`src/hw/rtl/fcte_pkg.sv`:
```
// ----------------------------------------------------------------------------
// fcte_pkg
// Shared types, constants and helpers for the FAT12 cluster table engine.
// ----------------------------------------------------------------------------
package fcte_pkg;

    localparam int TABLE_ENTRIES = 4096;
    localparam int TBL_AW        = $clog2(TABLE_ENTRIES);
    localparam int ENTRY_W       = 12;
    localparam int COUNT_W       = 13;
    localparam int CFG_AW        = 3;
    localparam int CFG_DW        = 32;

    // entry markers
    localparam logic [ENTRY_W-1:0] MARK_FREE     = 12'h000;
    localparam logic [ENTRY_W-1:0] MARK_RESERVED = 12'hFF0;
    localparam logic [ENTRY_W-1:0] MARK_BAD      = 12'hFF7;
    localparam logic [ENTRY_W-1:0] MARK_END      = 12'hFFF;

    // command codes
    localparam logic [2:0] CMD_READ   = 3'd0;
    localparam logic [2:0] CMD_WRITE  = 3'd1;
    localparam logic [2:0] CMD_ALLOC  = 3'd2;
    localparam logic [2:0] CMD_FREE   = 3'd3;
    localparam logic [2:0] CMD_CENSUS = 3'd4;

    // register indexes
    localparam logic REG_TOTAL_CLUSTERS = 1'b0;
    localparam logic REG_FAT_BYTES      = 1'b1;

    typedef struct packed {
        logic [2:0]         command;
        logic [ENTRY_W-1:0] cluster;
        logic [ENTRY_W-1:0] entry_in;
    } t_in_item;

    typedef struct packed {
        logic [ENTRY_W-1:0] entry_out;
        logic [COUNT_W-1:0] free_count;
        logic [COUNT_W-1:0] used_count;
        logic [COUNT_W-1:0] bad_count;
        logic [COUNT_W-1:0] reserved_count;
    } t_out_item;

    typedef struct packed {
        logic [ENTRY_W-1:0] total_clusters;
        logic [12:0]        fat_bytes;
    } t_cfg;

    typedef struct packed {
        logic accept;
        logic clr_wr;
        logic rd_issue;
        logic rd_eval;
        logic wr_entry;
        logic scan_run;
        logic chain_rd;
        logic chain_ev;
        logic load_out;
    } t_dp_cmd;

    typedef struct packed {
        logic clr_last;
        logic scan_done;
        logic found;
        logic cur_in_chain;
    } t_dp_stat;

    // cluster lies inside the table and inside the packed fat image
    function automatic logic slot_ok(input logic [12:0] x, input logic [12:0] fb);
        logic [13:0] last_byte;
        last_byte = {1'b0, x} + {2'b00, x[12:1]} + 14'd1;
        return ({1'b0, x} < 14'(TABLE_ENTRIES)) && (last_byte < {1'b0, fb});
    endfunction

endpackage

```
`src/hw/rtl/fcte_regs.sv`:
```
// ----------------------------------------------------------------------------
// fcte_regs
// APB register file holding the cluster count and the fat size.
// ----------------------------------------------------------------------------
module fcte_regs
    import fcte_pkg::*;
(
    input  logic              i_clk,
    input  logic              i_rst_n,
    input  logic              psel,
    input  logic              penable,
    input  logic              pwrite,
    input  logic [CFG_AW-1:0] paddr,
    input  logic [CFG_DW-1:0] pwdata,
    output logic [CFG_DW-1:0] prdata,
    output logic              pready,
    output t_cfg              o_cfg
);

    logic [ENTRY_W-1:0] r_total_clusters;
    logic [12:0]        r_fat_bytes;
    logic               wr_en;

    assign wr_en  = psel && penable && pwrite;
    assign pready = 1'b1;

    always_ff @(posedge i_clk) begin
        if (!i_rst_n) begin
            r_total_clusters <= '0;
            r_fat_bytes      <= 13'd2048;
        end else if (wr_en) begin
            case (paddr[2])
                REG_TOTAL_CLUSTERS: r_total_clusters <= pwdata[ENTRY_W-1:0];
                REG_FAT_BYTES:      r_fat_bytes      <= pwdata[12:0];
                default: ;
            endcase
        end
    end

    always_comb begin
        case (paddr[2])
            REG_TOTAL_CLUSTERS: prdata = {{(CFG_DW-ENTRY_W){1'b0}}, r_total_clusters};
            REG_FAT_BYTES:      prdata = {{(CFG_DW-13){1'b0}}, r_fat_bytes};
            default:            prdata = '0;
        endcase
    end

    assign o_cfg.total_clusters = r_total_clusters;
    assign o_cfg.fat_bytes      = r_fat_bytes;

endmodule

```
`config.mk`:
```
export PLATFORM = sky130hd
export DESIGN_NAME = fcte_regs
export DESIGN_NICKNAME = d
export VERILOG_FILES = /design/src/hw/rtl/fcte_pkg.sv /design/src/hw/rtl/fcte_regs.sv
export SDC_FILE = /design/constraint.sdc
export NUM_CORES = 1
export LEC_CHECK = 0
export BUFFER_PORTS_ARGS = -buffer_cell sky130_fd_sc_hd__buf_4
export CAP_MARGIN = 20
export CORE_MARGIN = 5
export CORE_UTILIZATION = 36
export CTS_CLUSTER_DIAMETER = 80
export DETAILED_ROUTE_END_ITERATION = 8
export PLACE_DENSITY_LB_ADDON = 0.08
export SYNTH_ARGS = -nofsm -noshare
export SYNTH_HDL_FRONTEND = slang
export SYNTH_SLANG_ARGS = --single-unit
```
`constraint.sdc`:
```
create_clock -name i_clk -period 1.2 [get_ports i_clk]
set_input_delay 0.3 -clock i_clk [delete_from_list [all_inputs] [get_ports i_clk]]
set_output_delay 0.3 -clock i_clk [all_outputs]
set_load 0.01 [all_outputs]
```
# Word level (Yosys, flattened, before mapping)
# Cells that the tools add are included.
# W data, S select, Z words.
[classes]
mux = 1
bitwise = 1
reduce_logical = 4
[ops]
columns = ["op", "n"]
rows = [
  ["$pmux W32 S2", 1],
  ["$reduce_and A2 Y1", 2],
  ["$logic_and A1 B1 Y1", 2],
  ["$not A1 Y1", 1],
]
[word_totals]
register_bits = 25
in_bits = 40
output_inout_bits = 58

# Depth between registers and ports, before layout
[depth]
word_depth = 3
mapped_depth = 4

# Least setup slack after synthesis
# No wires, ideal clock.
[synth_timing]
path_kind = "in2out"
from = "input port paddr[2]"
to = "output port prdata[11]"
arrival_ns = 0.965
slack_ns = -0.065
cell_stages = 3
path_cell_list = "buf_6 > buf_2 > mux2_2"
[synth_via]
elab_chain_len = 2
[synth_lines]
columns = ["item", "line_no", "text"]
rows = [
  ["start: declaration", "fcte_regs.sv:13", "input logic [CFG_AW-1:0] paddr,"],
  ["$not A1 Y1 (no source line)", "n/a", ""],
  ["$pmux W32 S2 *", "fcte_regs.sv:41", "case (paddr[2])"],
  ["end: declaration", "fcte_regs.sv:15", "output logic [CFG_DW-1:0] prdata,"],
]
# Every way passes the cells marked *; elsewhere a longest branch is shown, timed or not. The select of a mux whose other input is x is not followed.

# Final worst setup path
[layout_timing]
from = "register r_total_clusters[10]"
to = "output port prdata[10]"
[layout_via]
elab_chain_len = 1
[layout_lines]
columns = ["item", "line_no", "text"]
rows = [
  ["start: declaration", "fcte_regs.sv:20", "logic [ENTRY_W-1:0] r_total_clusters;"],
  ["start signal: assignment", "fcte_regs.sv:33", "REG_TOTAL_CLUSTERS: r_total_clusters <= pwdata[ENTRY_W-1:0];"],
  ["$pmux W32 S2", "fcte_regs.sv:41", ""],
]
# No other way between the ends. The select of a mux whose other input is x is not followed.

==> results.md <==
Run status:
- The flow ran to the end, but the final reports show violations.
- The final reports fail on setup timing.

GRT:
- The global routing usage on met2 is approximately 23%.
- The overall global routing resource usage is 14.1%.
- The global-route met1 utilization is 18.4%.
- met2 is the most crowded layer.
- Entering global routing, the biggest net connects 22 pins.
- The wire length of the first global-routing pass is approximately 5700 um.
- Global routing finished with a remaining overflow of 0.
- The initial antenna violation count was 0.
- The via count of the first global-routing pass came to between 1,000 and 1,500.
- The global-route track usage on met3 is ~3.2%.

Logic synthesis:
- The sequential-to-total area share from yosys stat is between 30% and 40%.
- The synthesized area per cell is 9.62 um^2.
- The post-synthesis instance area is 1300 um^2.
- The number of instances in the synthesized netlist is between 100 and 150.
- Yosys printed 0 warnings.
- The post-synthesis async set-or-reset flop share is 0%.
- By area the synthesized netlist is led by dfxtp_1 (39%), mux2i_1 (19%), buf_4 (12%).
- After synthesis, the netlist uses 14 different library cells.
- The number of storage elements in the synthesis netlist is 25.
- The number of synthesized flops with an enable pin is 0.
- After synthesis, the most frequently instantiated cells are nand2_1 (37), dfxtp_1 (25), mux2i_1 (25).
- In the post-synthesis netlist, the cell with the most instances is nand2_1.
- In the synthesized netlist the dominant register cell turns out to be dfxtp_1.
- The largest total area in the synthesized netlist belongs to dfxtp_1.
- The proportion of netlist area held by the largest area contributor is between 30% and 40%.

Setup path:
- The endpoint kind of the worst setup timing path is an output port.
- In this design, the largest share of critical-path delay is due to flip-flops.
- Across all register-to-register paths, the minimum setup slack is roughly 0.4 ns.
- The startpoint-to-endpoint class of the critical path is reg2out.
- The number of buffers and inverters on the critical path is 1.
- STA classifies the critical path startpoint as a register.
- The stage delay of the slowest cell on the critical path is approximately 0.36 ns.
- Traced cell by cell, the critical path runs through mux2_4, buf_6.
- In this run the worst path has a maximum fanout of 2.
- Data on the critical path is required at its endpoint by 0.90 ns.
- The cell at the slowest stage of the critical path is dfxtp_2.
- Data arrives at the worst endpoint at around 1.1 ns.

CTS:
- The latest clock arrival within the worst-skew pair is just over 0.3 ns.
- Buffers inserted to repair hold after CTS numbered 0.
- The total number of clock tree sinks is 25.
- CTS built an H-tree with a depth of 1.
- The number of buffers on the longest clock path is 2.
- The CTS root buffer is clkbuf_4.
- The number of buffers created by CTS is 3.
- The CTS tree is built.
- The clock slew at the register clock pins of the worst setup and hold paths is 0.14 ns.

Power:
- VDD sags by at most approximately 400 uV.
- The total power draw is 1.58 mW.
- The cell area power density is 711 nW/um^2.
- The analysis attributes to cell leakage a power of 1.15 nW.

Place:
- The final weighted congestion in routability-driven placement is 0.671.
- The number of buffer cells added on primary ports is 56.
- The HPWL reported at the end of detailed placement is 2290 um.

Detailed routing:
- The count of nets left with antenna violations once routing finished came out at 0.
- After detailed routing, the number of remaining DRC violations is 0.
- The first-pass iteration count of the detailed router is 4.
- Summed over all layers, the routed wires come to 3530 um.
- The detailed router finished its first iteration with 40 violations.
- The total via count after detailed routing is 1,145.
- The average vias per placed instance is 4.34.
- After detailed routing, the average wire length per cell comes to 13.4 um.

STA:
- The hold violation count in the final report is 0.
- After layout, the worst setup slack is -0.167 ns.
- The share of the clock period used by the worst path after layout is 114%.
- Setup repair after global routing could not meet its margin everywhere.
- Setup violations remaining at the end of the flow were counted as 14.
- The count of final max-slew check failures was 0.
- After routing, the total negative slack on setup checks comes to -1.96 ns.
- The highest achievable clock rate is about 0.73 GHz.
- The maximum clock skew at final layout is 0 ns.
- The minimum clock period is 1.37 ns.

Flow run:
- Max-cap violations in this run came to 0.

Finish:
- The number of diodes added for antenna fixing is 0.
- Compared with the post-synthesis result, the final layout area differs by 70.8%.
- In the final layout, the share of cells above drive strength 1 is approximately 60%.
- The total number of nets in the final design is about 260.

Die:
- The initial cell density of the core is around two fifths.
- The floorplan step defined a core boundary enclosing roughly 3400 um^2.
- Measured along the x axis, the die boundary spans 70.1 um.
- The die is between 70 and 80 um tall.
- During I/O placement, the number of pins put on the boundary was 98.
- The die area is 4910 um^2.
- The floorplan has 21 rows.

Min path:
- The worst min-delay path category is in2reg.
-- worst paths after layout --
| check | depth (start not counted) | endpoint | start |
|---|---|---|---|
| max reg2reg | 4 | r_total_clusters[10] | r_total_clusters[10] |
| max | 2 | prdata[10] | r_total_clusters[10] |
| min | 3 | r_total_clusters[11] | pwdata[11] |
| min reg2reg | 2 | r_fat_bytes[12] | r_fat_bytes[12] |
-- area by class of cell --
| type | instances | area [um^2] |
|---|---|---|
| clock buffer | 3 | 22.5 |
| clock inverter | 1 | 7.51 |
| fill | 292 | 1200 |
| multi-input combinational | 100 | 692 |
| sequential | 25 | 532 |
| tap | 46 | 57.6 |
| timing repair buffer | 89 | 907 |
-- stage by stage --
stage / instances / util [%] / setup WS, ns / cell area [um^2] / hold WS (ns)
CTS: 257 / 61.8 / -0.172 / 2110 / 0.216
detailed placement: 230 / 49.5 / -0.136 / 1690 / 0.461
finish: 264 / 64.9 / -0.167 / 2220 / 0.223
floorplan: 153 / - / 0.0180 / 1370 / 0.439
global route: 264 / 64.9 / -0.216 / 2220 / 0.215
global placement: 230 / 49.5 / -0.128 / 1690 / 0.455
-- power breakdown --
part / total [mW] / leakage (nW) / internal [mW] / switching, mW
logic: 0.331 / 0.923 / 0.180 / 0.151
registers: 0.864 / 0.214 / 0.851 / 0.0131
clock network: 0.381 / 0.0139 / 0.127 / 0.255
total: 1.58 / 1.15 / 1.16 / 0.418
-- flip-flops by register name, summed over array words and instances, names as in the netlist --
| register | count |
|---|---|
| r_total_clusters | 12 |
| r_fat_bytes | 13 |
-- cells in the final DEF (no fill, tap or decap), types with 3 or more instances in the layout --
| master | n |
|---|---|
| mux2_4 | 7 |
| buf_4 | 30 |
| mux2_2 | 5 |
| dfxtp_2 | 25 |
| buf_6 | 57 |
| mux2i_1 | 25 |
| nand2_1 | 37 |
| clkbuf_4 | 3 |
| conb_1 | 20 |
-- worst min-delay path: cells and delay by family --
family	cells	cell delay [ns]
AND/OR/NAND/NOR	1	0.05
buffers and inverters	1	0.11
multiplexers	1	0.05
-- metal layers --
layer  share of wire (%)  up-vias
met5                   0        -
met4                0.99        0
met3                 6.7        4
met2                  49       48
met1                  44      522
li1                    -      571
-- repair_timing --
action | in CTS | in global routing
buffers inserted | 23 | 15
resized for setup | 75 | 21
endpoints found under the setup margin | 13 | 36
-- kinds of logic after synthesis --
logic type / synth area share (%)
flip-flops: 38.5
multiplexers: 29.7
AND/OR/NAND/NOR: 15.6
buffers and inverters: 15.6
other: 0.578
(Power assumes the default switching activity.)
