[src/hw/rtl/fcte_pkg.sv]
// ----------------------------------------------------------------------------
// fcte_pkg
// Shared types, constants and helpers for the FAT12 cluster table engine.
// ----------------------------------------------------------------------------
package fcte_pkg;

    localparam int TABLE_ENTRIES = 4096;
    localparam int TBL_AW        = $clog2(TABLE_ENTRIES);
    localparam int ENTRY_W       = 12;
    localparam int COUNT_W       = 13;
    localparam int CFG_AW        = 3;
    localparam int CFG_DW        = 32;

    // entry markers
    localparam logic [ENTRY_W-1:0] MARK_FREE     = 12'h000;
    localparam logic [ENTRY_W-1:0] MARK_RESERVED = 12'hFF0;
    localparam logic [ENTRY_W-1:0] MARK_BAD      = 12'hFF7;
    localparam logic [ENTRY_W-1:0] MARK_END      = 12'hFFF;

    // command codes
    localparam logic [2:0] CMD_READ   = 3'd0;
    localparam logic [2:0] CMD_WRITE  = 3'd1;
    localparam logic [2:0] CMD_ALLOC  = 3'd2;
    localparam logic [2:0] CMD_FREE   = 3'd3;
    localparam logic [2:0] CMD_CENSUS = 3'd4;

    // register indexes
    localparam logic REG_TOTAL_CLUSTERS = 1'b0;
    localparam logic REG_FAT_BYTES      = 1'b1;

    typedef struct packed {
        logic [2:0]         command;
        logic [ENTRY_W-1:0] cluster;
        logic [ENTRY_W-1:0] entry_in;
    } t_in_item;

    typedef struct packed {
        logic [ENTRY_W-1:0] entry_out;
        logic [COUNT_W-1:0] free_count;
        logic [COUNT_W-1:0] used_count;
        logic [COUNT_W-1:0] bad_count;
        logic [COUNT_W-1:0] reserved_count;
    } t_out_item;

    typedef struct packed {
        logic [ENTRY_W-1:0] total_clusters;
        logic [12:0]        fat_bytes;
    } t_cfg;

    typedef struct packed {
        logic accept;
        logic clr_wr;
        logic rd_issue;
        logic rd_eval;
        logic wr_entry;
        logic scan_run;
        logic chain_rd;
        logic chain_ev;
        logic load_out;
    } t_dp_cmd;

    typedef struct packed {
        logic clr_last;
        logic scan_done;
        logic found;
        logic cur_in_chain;
    } t_dp_stat;

    // cluster lies inside the table and inside the packed fat image
    function automatic logic slot_ok(input logic [12:0] x, input logic [12:0] fb);
        logic [13:0] last_byte;
        last_byte = {1'b0, x} + {2'b00, x[12:1]} + 14'd1;
        return ({1'b0, x} < 14'(TABLE_ENTRIES)) && (last_byte < {1'b0, fb});
    endfunction

endpackage

[src/hw/rtl/fcte_ctrl.sv]
// ----------------------------------------------------------------------------
// fcte_ctrl
// Controller: sequences the clearing pass and each command, owns the handshakes.
// ----------------------------------------------------------------------------
module fcte_ctrl
    import fcte_pkg::*;
(
    input  logic       i_clk,
    input  logic       i_rst_n,
    input  logic       i_in_valid,
    input  logic [2:0] i_in_command,
    output logic       o_in_stall,
    output logic       o_out_valid,
    input  logic       i_out_stall,
    input  t_dp_stat   i_stat,
    output t_dp_cmd    o_cmd
);

    typedef enum logic [8:0] {
        S_CLEAR    = 9'b000000001,
        S_IDLE     = 9'b000000010,
        S_RD       = 9'b000000100,
        S_RD_EV    = 9'b000001000,
        S_WR       = 9'b000010000,
        S_SCAN     = 9'b000100000,
        S_CHAIN_RD = 9'b001000000,
        S_CHAIN_EV = 9'b010000000,
        S_FIN      = 9'b100000000
    } t_state;

    t_state r_state, n_state;
    logic   r_out_vld, n_out_vld;
    logic   accept;
    logic   out_free;

    assign accept   = (r_state == S_IDLE) && i_in_valid;
    assign out_free = !r_out_vld || !i_out_stall;

    always_comb begin
        n_state   = r_state;
        n_out_vld = r_out_vld && i_out_stall;
        o_cmd     = '0;
        case (r_state)
            S_CLEAR: begin
                o_cmd.clr_wr = 1'b1;
                if (i_stat.clr_last) begin
                    n_state = S_IDLE;
                end
            end
            S_IDLE: begin
                if (accept) begin
                    o_cmd.accept = 1'b1;
                    case (i_in_command)
                        CMD_READ:   n_state = S_RD;
                        CMD_WRITE:  n_state = S_WR;
                        CMD_ALLOC:  n_state = S_SCAN;
                        CMD_FREE:   n_state = S_CHAIN_RD;
                        CMD_CENSUS: n_state = S_SCAN;
                        default:    n_state = S_FIN;
                    endcase
                end
            end
            S_RD: begin
                o_cmd.rd_issue = 1'b1;
                n_state        = S_RD_EV;
            end
            S_RD_EV: begin
                o_cmd.rd_eval = 1'b1;
                n_state       = S_FIN;
            end
            S_WR: begin
                o_cmd.wr_entry = 1'b1;
                n_state        = S_FIN;
            end
            S_SCAN: begin
                o_cmd.scan_run = 1'b1;
                if (i_stat.found || i_stat.scan_done) begin
                    n_state = S_FIN;
                end
            end
            S_CHAIN_RD: begin
                if (i_stat.cur_in_chain) begin
                    o_cmd.chain_rd = 1'b1;
                    n_state        = S_CHAIN_EV;
                end else begin
                    n_state = S_FIN;
                end
            end
            S_CHAIN_EV: begin
                o_cmd.chain_ev = 1'b1;
                n_state        = S_CHAIN_RD;
            end
            S_FIN: begin
                // wait for the output register to drain
                if (out_free) begin
                    o_cmd.load_out = 1'b1;
                    n_out_vld      = 1'b1;
                    n_state        = S_IDLE;
                end
            end
            default: begin
                n_state = S_CLEAR;
            end
        endcase
    end

    always_ff @(posedge i_clk) begin
        if (!i_rst_n) begin
            r_state   <= S_CLEAR;
            r_out_vld <= 1'b0;
        end else begin
            r_state   <= n_state;
            r_out_vld <= n_out_vld;
        end
    end

    assign o_in_stall  = (r_state != S_IDLE);
    assign o_out_valid = r_out_vld;

endmodule

[config.mk]
export PLATFORM = sky130hd
export DESIGN_NAME = fcte_ctrl
export DESIGN_NICKNAME = d
export VERILOG_FILES = /design/src/hw/rtl/fcte_pkg.sv /design/src/hw/rtl/fcte_ctrl.sv
export SDC_FILE = /design/constraint.sdc
export NUM_CORES = 1
export LEC_CHECK = 0
export BUFFER_PORTS_ARGS = -buffer_cell sky130_fd_sc_hd__buf_2
export CORE_AREA = 2 2 42 44
export CTS_CLUSTER_DIAMETER = 80
export DETAILED_ROUTE_END_ITERATION = 8
export DIE_AREA = 0 0 44 46
export PLACE_DENSITY = 0.75
export SLEW_MARGIN = 15
export SYNTH_ARGS = -nofsm -noshare
export SYNTH_HDL_FRONTEND = slang
export SYNTH_SLANG_ARGS = --single-unit
export TNS_END_PERCENT = 100
[constraint.sdc]
create_clock -name i_clk -period 3.17 [get_ports i_clk]
set_clock_uncertainty 0.15 [all_clocks]
set_input_delay 0.317 -clock i_clk [delete_from_list [all_inputs] [get_ports i_clk]]
set_output_delay 0.317 -clock i_clk [all_outputs]
set_load 0.02 [all_outputs]
# Word level (Yosys, flattened, before mapping)
# Index checks and enable logic that the tools add are counted.
# totals
elab_cells	51
ram_bits	0
latchBits	0
regBits	10
input_bits	11
mem_bits_ro	0
n_memories	0
output_inout_bits	11
# classes
mul	0
muxes	21
eq_ne	18
addsub	0
div	0
bitwise_logic	0
n_lt_le_gt_ge	0
shifts	0
reduce_logical	10
# ops
op	count
$pmux W9 S8	1
$mux W9	5
$pmux W9 S4	1
$mux W1	14
$eq A9 B1 Y1 const B	1
$eq A9 B2 Y1 const B	1
$eq A9 B3 Y1 const B	1
$eq A9 B4 Y1 const B	1
$eq A9 B5 Y1 const B	1
$eq A9 B6 Y1 const B	1
$eq A9 B7 Y1 const B	1
$eq A9 B8 Y1 const B	1
$eq A9 B9 Y1 const B	1
$ne A9 B2 Y1 const B	1
$ne A2 B2 Y1 const B	4
$eq A3 B2 Y1 const B	2
$reduce_and A4 Y1	1
$reduce_or A2 Y1	2
$eq A3 B1 Y1 const B	1
$eq A3 B3 Y1 const B	1
$logic_not A3 Y1	1
$logic_and A1 B1 Y1	2
$logic_not A1 Y1	2
$logic_or A1 B1 Y1	2

# Logic depth before layout (Yosys ltp)
# Gate-level depths: netlist of run 1.
# depth
word_depth	5
mapped_depth	6
ltp_nobuf	5

# Least setup slack after synthesis of run 1
# OpenSTA, ideal clock, no wires.
# synth_path
kind	register to output
from	register r_state[6]
to	output o_cmd[8] (netlist bit)
setup_slack_ns	1.476
t_required_ns	2.703
stages_incl_launch_ff	5
arrival_ns	1.227
n_path_buf	1
path_cell_list	dfxtp_1 > buf_6 > nor4_4 > and4b_4 > and2_1
# synth_lines
item	line	text
start, declared	fcte_ctrl.sv:31	t_state r_state, n_state;
start signal, assigned	fcte_ctrl.sv:112	r_state <= n_state;
end, declared	fcte_ctrl.sv:16	output t_dp_cmd o_cmd

==> impl_metrics.py, run 1 <==
metrics = {
    "run_status": {
        "outcome": "complete, no violations",
    },
    "placement": {
        "pre_cts_slack_ns": 1.33,
        "gp_congestion": 0.793,
        "hpwlAfterDp_mm": 1.36,
        "io_buffers": 21,
    },
    "cts": {
        "cts_htree_levels": 1,
        "clockRootBuffer": "clkbuf_4",
        "clock_latency_ns": 0.26,
        "clk_pin_slew_ns": 0.07,
        "clockBufferDepth": 2,
        "cts_hold_buf": 0,
        "cts_setup_buffers": 0,
        "numCtsBuffers": 3,
        "cts_tree": "built",
        "cts_resized": 0,
        "clock_sinks": 10,
    },
    "timing": {
        "setup_viol": 0,
        "fmaxAchievable_ghz": 0.468,
        "fin_crit_ns": 2.13,
        "tns_ns": 0,
        "maxSlewHeadroom_pct": 69.0,
        "grt_setup_unrepaired": "no",
        "tightestPinTransition_ns": 0.461,
        "min_period_over_period_pct": 67.3,
        "worst_slack_ns": 1.04,
        "finalMaxSlewViolations": 0,
        "hold_violations": 0,
    },
    "logic_synthesis": {
        "synth_seq_cells": 10,
        "synth_top_area_share_pct": 26.8,
        "synth_fp_nets": 103,
        "ys_warn_count": 0,
        "syn_inst": 92,
        "synth_top_area_cell": "dfxtp_1",
        "avgSynthCellArea_sq_um": 8.12,
        "yosysSeqAreaShare_pct": 26.8,
        "syn-cell-area_sq_um": 747,
        "synth_area_leaders": "dfxtp_1 27%, nor2_1 4.5%, nor3b_1 4.0%",
        "ys_types": 38,
    },
    "layout": {
        "final_layout_size_suffix_gt1_share_pct": 27.9,
        "final_common_cell": "buf_2",
        "area_growth_pct": 15.7,
        "diodes": 0,
        "nNetsFinal": 123,
        "final_cell_mix": "21 x buf_2, 10 x dfxtp_1, 9 x nor2_1, 5 x nor3_1, 5 x nand3_1",
    },
    "setup_path": {
        "start_kind": "flip-flop",
        "crit_slowest_cell": "dfxtp_1",
        "crit_required_ns": 2.70,
        "slowest_delay_ns": 0.43,
        "cp_num_buf_inv": 1,
        "endpoint_kind": "output port",
        "crit_family": "simple AND/OR/NAND/NOR gates",
        "crit_chain": "nor4_4, and4b_4, and2_1, buf_2",
        "cp_data_arrival_time_ns": 1.67,
        "critical_path_class": "reg -> out",
        "cp_max_fo": 11,
    },
    "route": {
        "vias_per_cell": 5.98,
        "wirelength_mm": 1.79,
        "drc": 0,
        "vias": 766,
        "drtIter0Drc": 15,
        "ant_nets": 0,
        "drtPass1Iterations": 4,
        "wire_per_inst_um": 14.0,
    },
    "power": {
        "p_total_mw": 0.493,
        "p_seq_share_pct": 36.3,
        "swShare_pct": 38.6,
        "ir_drop_mv": 0.246,
        "p_comb_share_pct": 41.0,
        "p_int_mw": 0.303,
        "p_per_area_nw_per_um2": 571,
        "p_sw_mw": 0.190,
        "clockPowerShare_pct": 22.7,
        "leakagePower_nw": 0.392,
    },
    "die": {
        "rows": 15,
        "start_util_pct": 46.3,
        "die_height_um": 46,
        "io_pins": 22,
        "design.die.area_sq_um": 2020,
        "fp.dieW_um": 44,
        "core_sq_um": 1610,
    },
    "min_path": {
        "hold_class": "in -> reg",
    },
    "global_route": {
        "grt_start_max_net_pins": 13,
        "antenna_found_initial": 0,
        "overflow": 0,
        "grt_pass1_wl_mm": 2.81,
        "grt_use_total_pct": 19.3,
        "grt_pass1_vias": 681,
    },
    "run": {
        "max-cap-violations": 0,
    },
}
worst paths after layout:
check | cells after the start | start | to | slack [ns]
max | 4 | r_state[8] | o_cmd[8] | 1.04
max reg2reg | 4 | r_state[0] | r_state[6] | 1.33
min reg2reg | 2 | o_out_valid | o_out_valid | 0.33
min | 2 | i_in_command[0] | r_state[2] | 0.13
layout make-up:
cell class              instances  area (sq um)
fillers                       166           749
inverters                       4          15.0
multi-input cells              71           479
well taps                      17          21.3
flip-flops and latches         10           200
repair buffers                 22           113
clock buffers                   4          36.3
cells by family after synthesis:
| logic type | synth area share [%] |
|---|---|
| and+or+nand+nor | 42.7 |
| AOI/OAI and AO/OA | 15.4 |
| buffers and inverters | 9.04 |
| DFF | 26.8 |
| xor gates and xnor gates | 4.69 |
| muxes | 1.34 |
power groups by stage:
stage | Sequential, mW | Combinational [mW] | Clock, mW
6_report | 0.179 | 0.202 | 0.112
5_1_grt | 0.185 | 0.229 | 0.122
4_1_cts | 0.178 | 0.202 | 0.117
3_5_place_dp | 0.181 | 0.201 | 0
3_3_place_gp | 0.180 | 0.197 | 0
2_1_floorplan | 0.151 | 0.192 | 0
per-stage QoR:
stage          util (%)  instance area (sq um)  instances  hold slack (ns)
2_1_floorplan         -                    747         92            0.238
3_3_place_gp       51.3                    828        124            0.315
3_5_place_dp       51.3                    828        124            0.326
4_1_cts            53.6                    865        128            0.116
5_1_grt            53.6                    865        128            0.120
6_report           53.6                    865        128            0.130
sequential cells by signal, indices dropped and copies added (netlist names):
name / flops
o_out_valid: 1
r_state: 9
synthesized netlist by cell type, drive strengths merged:
| library cell | count |
|---|---|
| dfxtp | 10 |
| nor2 | 9 |
| buf | 7 |
| nand3 | 5 |
| nor3 | 5 |
| nor4 | 5 |
| o21ai | 5 |
| inv | 4 |
| nand2 | 4 |
| nand4 | 4 |
| nor3b | 4 |
| xor2 | 3 |
| a21boi | 2 |
| and2 | 2 |
| and3 | 2 |
| and4 | 2 |
| and4b | 2 |
| nand4b | 2 |
| o211ai | 2 |
| a21o | 1 |
| a31o | 1 |
| a31oi | 1 |
| mux2i | 1 |
| nand2b | 1 |
| nor2b | 1 |
| nor4b | 1 |
| o2111ai | 1 |
| o211a | 1 |
| o21ba | 1 |
| o22a | 1 |
| or4 | 1 |
| xnor2 | 1 |
metal layers:
metal | wire length [um] | vias to the layer above | track usage (%)
li1 | - | 379 | -
met1 | 807 | 347 | 24.2
met2 | 821 | 33 | 29.4
met3 | 108 | 7 | 1.59
met4 | 49 | 0 | 17.0
met5 | 0 | - | 0
(Power assumes the default switching activity.)
==> run 2: changes to the inputs <==
- CORE_AREA: 2 2 42 44 -> 2 2 43 45
- DIE_AREA: 0 0 44 46 -> 0 0 45 47
- PLACE_DENSITY: 0.75 -> 0.72
- clock period: 3.17 -> 2 ns (I/O delays scaled with it)
==> run 2 against run 1 <==
First-iteration DRC count grew 140%. Sequential cell count unchanged. Global-route usage increased by 0.92 points. Wire length rose by 4.4%. Critical path type unchanged.
==> impl_metrics.py, run 2 (synthesis gave the netlist of run 1 again) <==
metrics = {
    "run_status": {
        "outcome": "complete, no violations",
    },
    "route": {
        "vias": 785,
        "ant_nets": 0,
        "drc": 0,
        "wirelength_mm": 1.87,
        "drtIter0Drc": 36,
        "drtPass1Iterations": 4,
        "wire_per_inst_um": 13.8,
        "vias_per_cell": 5.81,
    },
    "cts": {
        "numCtsBuffers": 3,
        "cts_tree": "built",
        "clockBufferDepth": 2,
        "clock_latency_ns": 0.27,
        "clockRootBuffer": "clkbuf_4",
        "cts_htree_levels": 1,
        "clock_sinks": 10,
        "clk_pin_slew_ns": 0.07,
    },
    "setup_path": {
        "r2r_start": "r_state[1]",
        "crit_slowest_cell": "dfxtp_1",
        "slowest_delay_ns": 0.36,
        "cp_max_fo": 7,
        "r2r_cells": 5,
        "r2r_end": "r_state[4]",
        "crit_required_ns": 1.65,
        "critical_path_class": "reg -> out",
        "start_kind": "flip-flop",
        "cp_data_arrival_time_ns": 1.54,
        "reg2reg_slack_ns": 0.28,
        "crit_chain": "nor3_1, buf_4, and4b_4, and2_1, buf_2",
        "endpoint_kind": "output port",
    },
    "layout": {
        "final_layout_size_suffix_gt1_share_pct": 35.6,
        "nNetsFinal": 130,
        "final_util_pct": 56.4,
        "final_common_cell": "buf_2",
        "diodes": 0,
        "seqCellArea_sq_um": 208,
        "final_cells": 135,
        "top_register": "r_state",
        "multiInputGateArea_sq_um": 484,
        "final_cell_mix": "21 x buf_2, 9 x nor2_1, 7 x buf_4, 6 x dfxtp_1, 5 x nand3_1",
        "largest_reg_flops": 9,
        "area_growth_pct": 24.8,
        "fillerInstances": 157,
    },
    "global_route": {
        "grt_start_max_net_pins": 13,
        "grt_pass1_wl_mm": 3.03,
        "overflow": 0,
        "grt_pass1_vias": 697,
        "grt_use_total_pct": 20.2,
        "antenna_found_initial": 0,
    },
    "die": {
        "die_height_um": 47,
        "fp.dieW_um": 45,
        "core_sq_um": 1650,
        "rows": 15,
        "io_pins": 22,
        "start_util_pct": 45.2,
        "design.die.area_sq_um": 2120,
    },
    "power": {
        "p_per_area_nw_per_um2": 879,
        "ir_drop_mv": 0.502,
        "leakagePower_nw": 0.424,
    },
    "min_path": {
        "holdPathEnd": "r_state[4]",
        "hold_class": "in -> reg",
        "hold_start": "i_in_command[1]",
        "worst_hold_path.num_cells": 2,
    },
    "timing": {
        "hold_violations": 0,
        "fin_crit_ns": 1.89,
        "tns_ns": 0,
        "setup_viol": 0,
        "min_period_over_period_pct": 94.7,
        "fmaxAchievable_ghz": 0.528,
        "maxSlewHeadroom_pct": 71.0,
        "tightestPinTransition_ns": 0.431,
        "grt_setup_unrepaired": "no",
        "finalMaxSlewViolations": 0,
    },
    "placement": {
        "io_buffers": 21,
        "hpwlAfterDp_mm": 1.34,
        "gp_congestion": 0.845,
        "dp.cells": 125,
    },
    "run": {
        "max-cap-violations": 0,
    },
}
==> run 2: changes by cell type in the layout (fill, tap and decap cells not counted) <==
cell           delta
nor3_2            +1
buf_4             +6
dfxtp_1           -4
dlygate4sd3_1     +1
dfxtp_2           +3
nor3_1            -1
dfxtp_4           +1
==> run 2: worst max-delay path, delay by kind of cell, from the launching register on <==
kind | cells | cell delay, ns
simple gates | 3 | 0.60
buf+inv | 2 | 0.32
flops | 1 | 0.36
==> run 2: layer usage <==
layer / vias up / wire length [um] / global-route usage (%)
li1: 395 / - / -
met1: 352 / 792 / 25.4
met2: 34 / 925 / 32.6
met3: 4 / 119 / 3.85
met4: 0 / 27 / 11.2
met5: - / 0 / 0
==> run 2: power breakdown <==
group          switching (mW)  internal [mW]  total (mW)
Clock                  0.0736          0.111       0.184
Combinational           0.175          0.172       0.347
Sequential             0.0656          0.222       0.288
==> run 2: how the worst max path moves through the flow <==
stage                          start          to  slack (ns)
after floorplan           r_state[8]  r_state[0]        0.37
after global placement    r_state[8]  r_state[8]        0.24
after detailed placement  r_state[8]  r_state[8]        0.23
after CTS                 r_state[0]    o_cmd[8]       0.009
after global routing      r_state[1]    o_cmd[7]       0.002
final                     r_state[4]    o_cmd[8]        0.11
==> run 2: area by class of cell <==
cell class | instances | share of cell area (%)
tap | 17 | 2.28
inverter | 4 | 1.61
sequential | 10 | 22.3
timing repair buffer | 29 | 18.0
multi-input combinational | 71 | 51.9
clock buffer | 4 | 3.89
==> run 2: repair_timing <==
| item | 4_1_cts | 5_1_grt |
|---|---|---|
| hold endpoints to repair | 1 | 0 |
| gates cloned | 0 | 0 |
| hold buffers | 1 | 0 |
| gates resized for setup | 0 | 6 |
| pin swaps | 1 | 2 |
| endpoints found under the setup margin | 1 | 8 |
| buffers inserted | 1 | 4 |
==> run 2: stage by stage <==
step / hold slack, ns / total power, mW / setup WS, ns / area (sq um)
2_1_floorplan: 0.121 / 0.543 / 0.373 / 747
3_3_place_gp: 0.267 / 0.604 / 0.239 / 836
3_5_place_dp: 0.273 / 0.609 / 0.228 / 836
4_1_cts: 0.00708 / 0.818 / 0.00926 / 890
5_1_grt: 0.0207 / 0.886 / 0.00218 / 932
6_report: 0.0155 / 0.819 / 0.105 / 932
==> run 3: changes to the inputs <==
- CORE_AREA: 2 2 43 45 -> 2 2 44 46
- DIE_AREA: 0 0 45 47 -> 0 0 46 48
- clock period: 2 -> 1.6 ns (I/O delays scaled with it)
==> run 3 against run 2 <==
The flow now finishes with violations (setup timing). Global-route usage is 3.9 points higher. Clock power is 8% lower. Die area is 4.4% higher. Highest routed layer unchanged. Sequential share of layout area is 5.0 points lower. Register-to-register slack worse by 0.44 ns. Via count is 15% higher. Critical path depth is 1 lower. Final cell count is 19% higher. Non-clock buffer count is 27 higher. First-iteration DRC count is 86% lower. Worst setup slack worse by 0.33 ns. Largest cell class unchanged.
==> impl_metrics.py, run 3 (synthesis gave the netlist of run 1 again) <==
metrics = {
    "layout": {
        "final_layout_size_suffix_gt1_share_pct": 57.6,
        "top_register": "r_state",
        "largest_reg_flops": 9,
        "final_common_cell": "buf_4",
        "final_cells": 161,
        "diodes": 0,
        "area_growth_pct": 72.9,
        "nNetsFinal": 157,
        "final_cell_mix": "31 x buf_4, 13 x buf_2, 10 x buf_6, 9 x nor2_1, 5 x dfxtp_4",
        "final_util_pct": 76.4,
    },
    "timing": {
        "grt_setup_unrepaired": "yes",
        "tightestPinTransition_ns": 0.345,
        "worst_slack_ns": -0.226,
        "maxSlewHeadroom_pct": 76.9,
        "setup_viol": 14,
        "fin_crit_ns": 1.83,
        "fmaxAchievable_ghz": 0.548,
        "hold_violations": 0,
        "min_period_over_period_pct": 114,
        "finalMaxSlewViolations": 0,
    },
    "global_route": {
        "grt_use_total_pct": 24.1,
        "antenna_found_initial": 0,
        "overflow": 0,
        "grt_pass1_vias": 873,
        "grt_pass1_wl_mm": 3.70,
        "grt_start_max_net_pins": 12,
    },
    "cts": {
        "numCtsBuffers": 3,
        "cts_htree_levels": 1,
        "clockRootBuffer": "clkbuf_4",
        "clock_sinks": 10,
        "clk_pin_slew_ns": 0.06,
        "clockBufferDepth": 2,
        "cts_tree": "built",
        "clock_latency_ns": 0.26,
    },
    "setup_path": {
        "reg2reg_slack_ns": -0.16,
        "crit_chain": "nor4_4, and4b_4, and2_4, buf_6",
        "endpoint_kind": "output port",
        "crit_required_ns": 1.29,
        "slowest_delay_ns": 0.38,
        "crit_slowest_cell": "dfxtp_4",
        "r2r_cells": 5,
        "cp_max_fo": 7,
        "r2r_end": "r_state[0]",
        "r2r_start": "r_state[8]",
        "start_kind": "flip-flop",
        "cp_num_buf_inv": 1,
        "cp_data_arrival_time_ns": 1.52,
        "crit_family": "simple AND/OR/NAND/NOR gates",
        "critical_path_class": "reg -> out",
    },
    "route": {
        "dr_wl_met2_mm": 1.34,
        "wire_per_inst_um": 15.9,
        "drtIter0Drc": 5,
        "wirelength_mm": 2.56,
        "dr.max_layer_used": "met4",
        "ant_nets": 0,
        "drc": 0,
        "vias": 903,
        "drtPass1Iterations": 4,
        "met1_length_mm": 1.08,
        "dr_wl_met3_um": 90,
        "vias_per_cell": 5.61,
    },
    "die": {
        "fp.dieW_um": 46,
        "core_sq_um": 1690,
        "start_util_pct": 44.2,
        "io_pins": 22,
        "rows": 15,
        "die_height_um": 48,
        "design.die.area_sq_um": 2210,
    },
    "power": {
        "ir_drop_mv": 0.845,
        "leakagePower_nw": 0.598,
        "p_per_area_nw_per_um2": 970,
    },
    "min_path": {
        "hold_start": "i_out_stall",
        "holdPathEnd": "o_out_valid",
        "worst_hold_path.num_cells": 3,
        "hold_class": "in -> reg",
    },
    "run": {
        "max-cap-violations": 0,
    },
    "run_status": {
        "violations": "setup timing",
        "outcome": "finished, violations left",
    },
    "placement": {
        "dp.cells": 139,
        "hpwlAfterDp_mm": 1.55,
        "io_buffers": 21,
        "gp_congestion": 0.809,
    },
}
-- run 3: cell types whose count changed in the layout (fill, tap and decap cells not counted), moves of 2 or more --
cell     change
nor4_2       +2
dfxtp_1      -4
nand3_1      -2
dfxtp_4      +4
nand3_2      +2
nor3_4       +2
nor3_1       -3
buf_6       +10
nor4_1       -3
buf_4       +24
buf_2        -8
nor3b_1      -2
-- run 3: repair_timing --
item,CTS,global route
endpoints found under the setup margin,18,18
hold buffers,2,0
endpoints found under the hold margin,2,0
resized for setup,34,14
pin swaps,13,10
buffers inserted,14,3
-- run 3: layout make-up --
type / instances / area [sq um]
fillers: 108 / 398
repair buffers: 56 / 430
multi-input cells: 71 / 579
clock buffers: 3 / 22.5
inverters: 4 / 15.0
well taps: 17 / 21.3
flip-flops and latches: 10 / 223
-- run 3: through the flow --
step                worst slack (ns)  setup TNS [ns]  hold slack, ns  power [mW]  area (sq um)
global route                  -0.271           -2.71          0.0137        1.31          1290
finish                        -0.226           -1.65          0.0111        1.25          1290
floorplan                   -0.00141        -0.00141          0.0814       0.679           748
detailed placement           -0.0518          -0.160           0.246       0.860           942
CTS                           -0.202           -1.32          0.0100        1.16          1200
global placement             -0.0573          -0.244           0.232       0.842           942
-- run 3: worst max-delay path by stage --
stage               depth (start not counted)          to  slack [ns]        from
finish                                      4    o_cmd[8]       -0.23  r_state[6]
global route                                6    o_cmd[2]       -0.27  r_state[8]
floorplan                                   6  r_state[8]      -0.001  r_state[6]
CTS                                         4    o_cmd[8]       -0.20  r_state[8]
detailed placement                          5  r_state[8]       -0.05  r_state[6]
global placement                            5  r_state[2]       -0.06  r_state[6]
-- run 3: power breakdown --
part	total, mW	switching, mW	internal [mW]
Clock	0.169	0.0823	0.0868
Sequential	0.353	0.0653	0.288
Combinational	0.730	0.339	0.391
-- run 3: tightest hold or removal path, delay by kind of cell --
family | cells | cell delay, ns
buf+inv | 1 | 0.10
compound gates | 1 | 0.07
simple gates | 1 | 0.04
-- run 3: per-layer routing --
metal / track usage [%] / vias to the layer above
met2: 45.8 / 24
met4: 13.1 / 0
met5: 0 / -
li1: - / 451
met1: 25.0 / 424
met3: 3.77 / 4
